## src/hdl/csc_pkg.sv

```systemverilog
// Shared definitions for the calendar season classifier.
// Season codes, stage count, latency, widths and date_t; used by the RTL and its checker.
// No dependencies.
`default_nettype none

package csc_pkg;

    // Season codes on the season port
    localparam logic [2:0] SC_NEW_YEAR  = 3'd0;
    localparam logic [2:0] SC_CHRISTMAS = 3'd1;
    localparam logic [2:0] SC_HALLOWEEN = 3'd2;
    localparam logic [2:0] SC_EASTER    = 3'd3;
    localparam logic [2:0] SC_WINTER    = 3'd4;
    localparam logic [2:0] SC_SPRING    = 3'd5;
    localparam logic [2:0] SC_SUMMER    = 3'd6;
    localparam logic [2:0] SC_AUTUMN    = 3'd7;

    // Pipeline depth ahead of the output register: input register and ten working stages
    localparam int unsigned NUM_STAGES = 11;
    // Clock edges from the accepting edge to the edge that takes the result
    localparam int unsigned LATENCY    = NUM_STAGES + 1;

    // Year, month, day widths
    localparam int unsigned YEAR_W  = 14;
    localparam int unsigned MONTH_W = 4;
    localparam int unsigned DAY_W   = 5;

    // Date carried alongside the Easter computation
    typedef struct packed {
        logic [MONTH_W-1:0] month;
        logic [DAY_W-1:0]   day;
    } date_t;

endpackage : csc_pkg

`default_nettype wire

```

## src/hdl/calendar_season_classifier.sv

```systemverilog
// Calendar season classifier: pipelined Easter computus and season decode.
// Depends on csc_pkg (season codes, stage count, date_t).
`default_nettype none

// Accepts one date per clock cycle (busy is never raised) and returns its
// result from the output register, marked by done for one cycle. Ahead of
// it lies the eleven-register pipeline that carries the Easter computation:
// the divisions by 19, 100, 25, 3, 30 and 7 are reciprocal multiplies, and
// where a remainder is needed it is taken in the next stage. The receiver
// cannot stall, so the pipeline advances every cycle and results leave in
// the order their words arrived.
module calendar_season_classifier (
    input  wire logic                         clk,
    input  wire logic                         rst_n,
    input  wire logic                         start,
    output logic                              busy,
    input  wire logic [csc_pkg::YEAR_W-1:0]   year,
    input  wire logic [csc_pkg::MONTH_W-1:0]  month,
    input  wire logic [csc_pkg::DAY_W-1:0]    day,
    output logic                              done,
    output logic [2:0]                        season,
    output logic [2:0]                        easter_month,
    output logic [4:0]                        easter_day
);

    // Reciprocal constants: q = (x * RECIP) >> SHIFT, exact over the value range
    localparam logic [15:0] RECIP19  = 16'd55189;  // year / 19, shift 20
    localparam logic [12:0] RECIP100 = 13'd5243;   // year / 100, shift 19
    localparam logic [5:0]  RECIP25  = 6'd41;      // (cent + 8) / 25, shift 10
    localparam logic [7:0]  RECIP3   = 8'd171;     // lunar term / 3, shift 9
    localparam logic [10:0] RECIP30  = 11'd1093;   // epact sum / 30, shift 15
    localparam logic [7:0]  RECIP7   = 8'd147;     // weekday sum / 7, shift 10

    localparam logic [3:0] MON_MAR = 4'd3;
    localparam logic [3:0] MON_APR = 4'd4;
    localparam logic [3:0] MON_OCT = 4'd10;
    localparam logic [3:0] MON_NOV = 4'd11;
    localparam logic [3:0] MON_DEC = 4'd12;
    localparam logic [3:0] MON_JAN = 4'd1;

    localparam int unsigned LAST = csc_pkg::NUM_STAGES - 1;

    // Valid bits and the date shift line
    logic [LAST:0]          vld_reg;
    csc_pkg::date_t         dt_reg [0:LAST];
    logic                   done_reg;

    // Stage 0: captured year
    logic [13:0] yr0_reg;

    // Stage 1: year / 19 and year / 100
    logic [29:0] q19_prod;
    logic [26:0] cent_prod;
    logic [13:0] yr1_reg;
    logic [9:0]  q19_reg;
    logic [7:0]  cent1_reg;

    // Stage 2: golden number, year in century, solar correction
    logic [13:0] golden_full;
    logic [13:0] yic_full;
    logic [8:0]  corr_arg;
    logic [14:0] corr_prod;
    logic [4:0]  golden2_reg;
    logic [6:0]  yic2_reg;
    logic [7:0]  cent2_reg;
    logic [2:0]  corr2_reg;

    // Stage 3: lunar correction
    logic [7:0]  lun_arg;
    logic [15:0] lun_prod;
    logic [4:0]  golden3_reg;
    logic [6:0]  yic3_reg;
    logic [7:0]  cent3_reg;
    logic [5:0]  lun3_reg;

    // Stage 4: epact sum before reduction
    logic [9:0]  ep_raw_next;
    logic [9:0]  ep_raw4_reg;
    logic [4:0]  golden4_reg;
    logic [6:0]  yic4_reg;
    logic [1:0]  cr4_reg;

    // Stage 5: epact sum / 30
    logic [20:0] q30_prod;
    logic [9:0]  ep_raw5_reg;
    logic [4:0]  q30_reg;
    logic [4:0]  golden5_reg;
    logic [6:0]  yic5_reg;
    logic [1:0]  cr5_reg;

    // Stage 6: epact and weekday sum
    logic [9:0]  epact_full;
    logic [7:0]  wd_raw_full;
    logic [4:0]  epact6_reg;
    logic [6:0]  wd_raw6_reg;
    logic [4:0]  golden6_reg;

    // Stage 7: weekday sum / 7
    logic [14:0] q7_prod;
    logic [3:0]  q7_reg;
    logic [4:0]  epact7_reg;
    logic [6:0]  wd_raw7_reg;
    logic [4:0]  golden7_reg;

    // Stage 8: weekday and adjustment sum
    logic [6:0]  wd_full;
    logic [2:0]  wd8_reg;
    logic [4:0]  epact8_reg;
    logic [9:0]  adj_raw8_reg;

    // Stage 9: day number counted from 1 March, plus 92
    logic [7:0]  sum_next;
    logic [7:0]  sum9_reg;

    // Stage 10: Easter Sunday
    logic        emon_apr;
    logic [7:0]  eday_full;
    logic [2:0]  emon10_reg;
    logic [4:0]  eday10_reg;

    // Output stage
    logic [5:0]  pos;
    logic [5:0]  epos;
    logic        in_window;
    logic [2:0]  season_next;
    logic [2:0]  season_reg;
    logic [2:0]  emon_out_reg;
    logic [4:0]  eday_out_reg;

    // The pipeline never stalls
    assign busy = 1'b0;

    // Valid bits
    always_ff @(posedge clk or negedge rst_n)
    begin
        if (!rst_n)
        begin
            vld_reg  <= '0;
            done_reg <= 1'b0;
        end
        else
        begin
            vld_reg  <= {vld_reg[LAST-1:0], start & ~busy};
            done_reg <= vld_reg[LAST];
        end
    end

    // Date shift line
    always_ff @(posedge clk)
    begin
        dt_reg[0] <= '{month: month, day: day};
        for (int i = 1; i <= LAST; i++)
        begin
            dt_reg[i] <= dt_reg[i-1];
        end
    end

    // Stage 1 arithmetic: reciprocal multiplies
    assign q19_prod  = 30'(yr0_reg) * 30'(RECIP19);
    assign cent_prod = 27'(yr0_reg) * 27'(RECIP100);

    // Stage 2 arithmetic: remainders and solar correction
    assign golden_full = yr1_reg - 14'(q19_reg) * 14'd19;
    assign yic_full    = yr1_reg - 14'(cent1_reg) * 14'd100;
    assign corr_arg    = 9'(cent1_reg) + 9'd8;
    assign corr_prod   = 15'(corr_arg) * 15'(RECIP25);

    // Stage 3 arithmetic: lunar correction
    assign lun_arg  = cent2_reg - 8'(corr2_reg) + 8'd1;
    assign lun_prod = 16'(lun_arg) * 16'(RECIP3);

    // Stage 4 arithmetic: 19g + c - c/4 - l + 15
    assign ep_raw_next = 10'(golden3_reg) * 10'd19 + 10'(cent3_reg)
                       - 10'(cent3_reg[7:2]) - 10'(lun3_reg) + 10'd15;

    // Stage 5 arithmetic
    assign q30_prod = 21'(ep_raw4_reg) * 21'(RECIP30);

    // Stage 6 arithmetic: epact and 32 + 2e + 2i - h - k
    assign epact_full  = ep_raw5_reg - 10'(q30_reg) * 10'd30;
    assign wd_raw_full = 8'd32 + {5'd0, cr5_reg, 1'b0} + {2'd0, yic5_reg[6:2], 1'b0}
                       - 8'(epact_full[4:0]) - 8'(yic5_reg[1:0]);

    // Stage 7 arithmetic
    assign q7_prod = 15'(wd_raw6_reg) * 15'(RECIP7);

    // Stage 8 arithmetic
    assign wd_full = wd_raw7_reg - 7'(q7_reg) * 7'd7;

    // Stage 9 arithmetic: adjustment is at most one, so a compare does
    assign sum_next = 8'(epact8_reg) + 8'(wd8_reg) + 8'd114
                    - ((adj_raw8_reg >= 10'd451) ? 8'd7 : 8'd0);

    // Stage 10 arithmetic: sum / 31 is 3 or 4
    assign emon_apr  = (sum9_reg >= 8'd124);
    assign eday_full = sum9_reg - (emon_apr ? 8'd123 : 8'd92);

    // Easter window: Good Friday through Easter Monday, by day from 1 March
    assign pos  = (dt_reg[LAST].month == MON_MAR) ? 6'(dt_reg[LAST].day)
                                                  : 6'd31 + 6'(dt_reg[LAST].day);
    assign epos = (emon10_reg == 3'(MON_MAR)) ? 6'(eday10_reg) : 6'd31 + 6'(eday10_reg);
    assign in_window = ((dt_reg[LAST].month == MON_MAR) || (dt_reg[LAST].month == MON_APR))
                    && (7'(pos) + 7'd2 >= 7'(epos)) && (7'(pos) <= 7'(epos) + 7'd1);

    // Season decode in priority order
    always_comb
    begin
        if ((dt_reg[LAST].month == MON_DEC && dt_reg[LAST].day == 5'd31)
            || (dt_reg[LAST].month == MON_JAN && dt_reg[LAST].day == 5'd1))
        begin
            season_next = csc_pkg::SC_NEW_YEAR;
        end
        else if (dt_reg[LAST].month == MON_DEC && dt_reg[LAST].day >= 5'd24
                 && dt_reg[LAST].day <= 5'd26)
        begin
            season_next = csc_pkg::SC_CHRISTMAS;
        end
        else if ((dt_reg[LAST].month == MON_OCT && dt_reg[LAST].day == 5'd31)
                 || (dt_reg[LAST].month == MON_NOV && dt_reg[LAST].day == 5'd1))
        begin
            season_next = csc_pkg::SC_HALLOWEEN;
        end
        else if (in_window)
        begin
            season_next = csc_pkg::SC_EASTER;
        end
        else
        begin
            case (dt_reg[LAST].month) inside
                [4'd3:4'd5]:  season_next = csc_pkg::SC_SPRING;
                [4'd6:4'd8]:  season_next = csc_pkg::SC_SUMMER;
                [4'd9:4'd11]: season_next = csc_pkg::SC_AUTUMN;
                default:      season_next = csc_pkg::SC_WINTER;
            endcase
        end
    end

    // Payload registers of every stage
    always_ff @(posedge clk)
    begin
        // stage 0
        yr0_reg      <= year;
        // stage 1
        yr1_reg      <= yr0_reg;
        q19_reg      <= q19_prod[20 +: 10];
        cent1_reg    <= cent_prod[19 +: 8];
        // stage 2
        golden2_reg  <= golden_full[4:0];
        yic2_reg     <= yic_full[6:0];
        cent2_reg    <= cent1_reg;
        corr2_reg    <= corr_prod[10 +: 3];
        // stage 3
        golden3_reg  <= golden2_reg;
        yic3_reg     <= yic2_reg;
        cent3_reg    <= cent2_reg;
        lun3_reg     <= lun_prod[9 +: 6];
        // stage 4
        ep_raw4_reg  <= ep_raw_next;
        golden4_reg  <= golden3_reg;
        yic4_reg     <= yic3_reg;
        cr4_reg      <= cent3_reg[1:0];
        // stage 5
        ep_raw5_reg  <= ep_raw4_reg;
        q30_reg      <= q30_prod[15 +: 5];
        golden5_reg  <= golden4_reg;
        yic5_reg     <= yic4_reg;
        cr5_reg      <= cr4_reg;
        // stage 6
        epact6_reg   <= epact_full[4:0];
        wd_raw6_reg  <= wd_raw_full[6:0];
        golden6_reg  <= golden5_reg;
        // stage 7
        q7_reg       <= q7_prod[10 +: 4];
        epact7_reg   <= epact6_reg;
        wd_raw7_reg  <= wd_raw6_reg;
        golden7_reg  <= golden6_reg;
        // stage 8
        wd8_reg      <= wd_full[2:0];
        epact8_reg   <= epact7_reg;
        adj_raw8_reg <= 10'(golden7_reg) + 10'(epact7_reg) * 10'd11
                      + 10'(wd_full[2:0]) * 10'd22;
        // stage 9
        sum9_reg     <= sum_next;
        // stage 10
        emon10_reg   <= emon_apr ? 3'(MON_APR) : 3'(MON_MAR);
        eday10_reg   <= eday_full[4:0];
        // output
        season_reg   <= season_next;
        emon_out_reg <= emon10_reg;
        eday_out_reg <= eday10_reg;
    end

    assign done         = done_reg;
    assign season       = season_reg;
    assign easter_month = emon_out_reg;
    assign easter_day   = eday_out_reg;

endmodule : calendar_season_classifier

`default_nettype wire

```

## config.mk

```make
export PLATFORM = sky130hd
export DESIGN_NAME = calendar_season_classifier
export DESIGN_NICKNAME = d
export VERILOG_FILES = /design/src/hdl/csc_pkg.sv /design/src/hdl/calendar_season_classifier.sv
export SDC_FILE = /design/constraint.sdc
export NUM_CORES = 1
export LEC_CHECK = 0
export ABC_CLOCK_PERIOD_IN_PS = 6760
export BUFFER_PORTS_ARGS = -buffer_cell sky130_fd_sc_hd__buf_2
export CORE_MARGIN = 1.5
export CORE_UTILIZATION = 40
export CTS_CLUSTER_SIZE = 20
export DETAILED_ROUTE_END_ITERATION = 6
export SKIP_CTS_REPAIR_TIMING = 1
export SLEW_MARGIN = 15
export SYNTH_ARGS = -nofsm -noshare
export SYNTH_HDL_FRONTEND = slang
export SYNTH_SLANG_ARGS = --single-unit
```

## constraint.sdc

```tcl
create_clock -name clk -period 6.76 [get_ports clk]
set_input_delay 0 -clock clk [delete_from_list [all_inputs] [get_ports clk]]
set_output_delay 0 -clock clk [all_outputs]
set_load 0.01 [all_outputs]
```

# Word level (Yosys, flattened, before mapping)
# Memories as Yosys holds them, arrays and structs flattened.
# Index checks and enable logic that the tools add are counted.
[word_totals]
regBits = 227
latch_bits = 0
ramBits = 99
mem_bits_ro = 0
inputBits = 26
wordCells = 128
n_memories = 1
[op_classes]
addsub = 25
n_mul = 13
div = 0
n_lt_le_gt_ge = 12
n_eq_ne = 9
n_shift = 0
muxes = 11
n_bitwise = 0
reduce_logical = 16
[memory_table]
columns = ["name", "depth", "width", "rd", "rd_clocked_by_memory_dff", "write_ports", "line", "text"]
rows = [
  ["dt_reg", 11, 9, 11, 0, 11, "calendar_season_classifier.sv:45", "csc_pkg::date_t dt_reg [0:LAST];"],
]
[op_table]
columns = ["operator", "n"]
rows = [
  ["$mul 14x16->30 const B", 1],
  ["$mul 14x13->27 const B", 1],
  ["$add 10x8->10", 2],
  ["$mul 10x11->20 const B", 1],
  ["$sub 10x6->10", 2],
  ["$sub 8x3->8", 2],
  ["$mul 8x8->15 const B", 1],
  ["$sub 5x5->5", 3],
  ["$mul 7x8->14 const B", 1],
  ["$mul 9x6->13 const B", 1],
  ["$add 5x5->6 const A", 2],
  ["$eq 4x4->1 const B", 3],
  ["$mux 6", 2],
  ["$logic_and 1x1->1", 11],
  ["$add 10x4->10 const B", 1],
  ["$add 5x9->10", 1],
  ["$ge 10x9->1 const B", 1],
  ["$mul 10x5->5 const B", 1],
  ["$mul 5x5->10 const B", 1],
  ["$mux 2", 5],
  ["$add 8x4->9 const B", 1],
  ["$mul 5x4->9 const B", 1],
  ["$mux 3", 3],
  ["$add 6x7->8 const B", 1],
  ["34 further kinds", 37],
]

# Logic depth before layout (Yosys ltp)
# An unclocked memory read counts as a cell.
[logic_depth]
ltp_word = 10
depth_mapped = 22
mapped_depth_nobuf = 22

# Worst setup path after synthesis
# OpenSTA, ideal clock, no wires.
[synth_path]
path_type = "register -> register"
from = "register q7_reg[0]"
to = "register adj_raw8_reg[9]"
setup_ps = 117
arrival_ps = 5312
required_ps = 6643
path_slack_ps = 1331
path_stages_with_launch = 21
path_buffers = 0
synth_period_minus_slack_ps = 5429
path_cell_list = "dfxtp_1 -> ha_1 -> fa_1 -> xnor2_1 -> xnor2_1 -> xnor2_1 -> ha_1 -> ha_1 -> fa_1 -> inv_1 -> fa_1 -> fa_1 -> fa_1 -> inv_1 -> ha_1 -> a21oi_1 -> o21bai_1 -> a21oi_1 -> nor2b_1 -> o21ai_0 -> nand2b_1"
[synth_between]
elab_chain_cells = 4
[synth_lines]
columns = ["element", "line", "text"]
rows = [
  ["start: declaration", "calendar_season_classifier.sv:100", "logic [3:0] q7_reg;"],
  ["start signal: assignment", "calendar_season_classifier.sv:273", "q7_reg <= q7_prod[10 +: 4];"],
  ["$mul 4x3->3", "calendar_season_classifier.sv:188", "assign wd_full = wd_raw7_reg - 7'(q7_reg) * 7'd7;"],
  ["$sub 3x3->3", "calendar_season_classifier.sv:188", ""],
  ["via wd_full[2]", "calendar_season_classifier.sv:106", "logic [6:0] wd_full;"],
  ["$mul 3x4->7", "calendar_season_classifier.sv:281", "+ 10'(wd_full[2:0]) * 10'd22;"],
  ["$add 10x8->10", "calendar_season_classifier.sv:281", ""],
  ["end signal: assignment", "calendar_season_classifier.sv:280", "adj_raw8_reg <= 10'(golden7_reg) + 10'(epact7_reg) * 10'd11"],
  ["end: declaration", "calendar_season_classifier.sv:109", "logic [9:0] adj_raw8_reg;"],
]
# The timed path passes the listed nets, and every way through them passes these cells.
# A chain may end at the register's enable or synchronous reset.

# Worst setup path after layout
# Same ends and word-level chain as after synthesis.

==> reports/qor.txt <==
GR Overflow Total -> 0
# Max-Cap Violations -> 0
CTS sink count -> 317
critical path's most frequent cell -> fa_1
Mapped Cells -> 1,848
row cnt -> 83
most common cell in the netlist -> inv_1
die area -> 53,400 µm²
dpl hpwl -> 28,400 µm
top layer used by detailed routing -> met4
crit path launch type -> flop
first-pass GRT wire length -> 59,200 µm
Initial Util -> 0.405
Die H -> 231 µm
routed wl met2 -> 16,400 µm
Worst EP required -> 7.18 ns
CTS tree -> built
vias in the first global route -> 12,800
Synth area leader -> dfxtp_1
routed wire length per instance -> 12.7 µm
Routed Antenna Nets -> 0
setup_tns -> 0 ns
core area -> 51,400 µm²
Final Hold Fails -> 0
clock tree buffer depth -> 3
H-tree levels -> 2
Worst Skew -> 0.0108 ns
Avg Cell Area, Syn -> 11.3 µm²
clk root buf -> clkbuf_16
Total GRT Usage -> 0.136
Setup Viol. Count Final -> 0
worst-skew pair later-pin latency -> 0.53 ns
max_slew headroom -> 0.518
initial antenna violation count -> 0
min cycle time layout -> 5.82 ns
largest cells by area after synthesis -> dfxtp_1, ha_1, fa_1
Max Fanout on Critical Path -> 5
Cell variety after synth -> 75
Period Utilization, post-route -> 0.860
CP endpoint kind -> flop
top_reg_cell synth -> dfxtp_1
ys async rst share -> 0.0379
Avg Vias per Cell -> 4.47
Synth top area share -> 0.293
Worst-Margin Slew -> 0.722 ns
Seq/Total Area, Yosys -> 0.308
initial drt markers -> 302
WS Path Type -> reg -> reg
DRC -> 0
met3 wire len -> 886 µm
HP Class -> in -> reg
Nets -> 2,616
Synth Net Count -> 2,522
via count -> 11,800
WL met1 -> 15,600 µm
final wirelength -> 33,700 µm
RSZ-0062 raised after global routing -> no
port buffer count -> 37
number of synthesized flops with an enable pin -> 0
gpl congestion -> 0.816
crit path cell chain -> ha_1 > fa_1 > xnor2_1 > xnor2_1 > xnor2_1 > ha_1 > ha_1 > fa_1 > inv_1 > fa_1 > fa_1 > fa_1 > inv_1 > ha_1 > a21oi_1 > o21bai_1 > a21oi_1 > nor2b_1 > o21ai_0 > nand2b_1
ant diodes -> 0
max frequency -> 172 MHz
share of cells above drive strength 1 -> 0.0625
I/O Pins -> 39
max-slew violations -> 0
synth cell count leaders -> inv_1, ha_1, dfxtp_1
status -> completed
Num CTS Buffers -> 34
Max stage delay cell, worst path -> fa_1
Worst-path clk slew -> 0.07 ns
Yosys reg bits -> 317
max incr delay on CP -> 0.55 ns
Synth Warn # -> 0
Worst EP arrival -> 6.23 ns
largest net degree at the start of global routing -> 18
1st-pass router iterations -> 4
area grow syn2layout -> 11.6%
flip-flop count of the largest register after layout -> 99
synthesized area -> 20,800 µm²
Die W -> 231 µm
## kinds of logic after synthesis
group,synth area share
AO/OA/AOI/OAI,0.0554
XOR/XNOR,0.0520
adder cells (fa/ha/maj),0.464
buffers and inverters,0.0840
flip-flops,0.308
multiplexers,0.000962
other,0.000180
AND/OR/NAND/NOR,0.0352
## metal layers
layer,up-vias,GRT usage
li1,6055,-
met1,5610,0.170
met2,114,0.241
met3,49,0.0237
met4,0,0.0349
met5,-,0
## area by class of cell
cell class,count,area (µm²)
fillers,4797,28200
multi-input cells,1072,12700
flip-flops and latches,317,6410
inverters,453,1700
clock buffers,44,960
well taps,680,851
repair buffers,64,453
clock inverters,18,188
## metrics by stage
stage | utilization | hold slack, ns | instance area [µm²] | std cells | setup WS, ns
floorplan | - | -0.296 | 20800 | 1848 | 1.33
global placement | 0.424 | -0.124 | 21800 | 2560 | 1.11
detailed placement | 0.424 | -0.117 | 21800 | 2560 | 0.934
CTS | 0.446 | -0.698 | 22900 | 2622 | 0.935
global route | 0.452 | 0.0824 | 23200 | 2648 | 0.590
finish | 0.452 | 0.0975 | 23200 | 2648 | 0.944
## worst max-delay path: cells and delay by family (launching register included)
family | cells | cell delay (ns)
buffers and inverters | 2 | 0.09
AO/OA/AOI/OAI | 4 | 0.71
AND/OR/NAND/NOR | 2 | 0.14
adder cells (fa/ha/maj) | 9 | 3.73
flip-flops | 1 | 0.33
XOR/XNOR | 3 | 0.73
## cell usage in the layout (no fill, tap or decap), types with 6 or more instances in the layout
cell / synthesis / layout
fa_1: 207 / 207
o21a_1: 7 / 7
o21ai_0: 22 / 22
o21bai_1: 10 / 10
dlygate4sd3_1: 0 / 26
a21o_1: 26 / 26
nand2_1: 28 / 28
nor2_1: 32 / 32
ha_1: 441 / 441
nor2b_1: 7 / 7
dfrtp_1: 12 / 12
a21oi_1: 50 / 50
inv_1: 453 / 453
nand2b_1: 6 / 6
clkbuf_16: 0 / 35
dfxtp_1: 305 / 305
nand3_1: 14 / 14
nor3_1: 13 / 13
xor2_1: 20 / 20
xnor2_1: 96 / 96
buf_2: 2 / 37
nand4_1: 8 / 8
## path summary, 6_finish.rpt
path,slack (ns),startpoint,end,cells past startpoint
min in group asynchronous,0.50,rst_n,done,3
worst min register to register,0.32,golden6_reg[3],golden7_reg[3],0
worst min-delay path,0.1,year[13],yr0_reg[13],2
worst max register to register,0.94,q7_reg[0],adj_raw8_reg[9],20
max in group asynchronous,5.93,rst_n,vld_reg[8],3
worst max-delay path,0.94,q7_reg[0],adj_raw8_reg[9],20
Power is not shown: default switching activity piles up to over one toggle a cycle in this logic, so the estimate is an artifact.
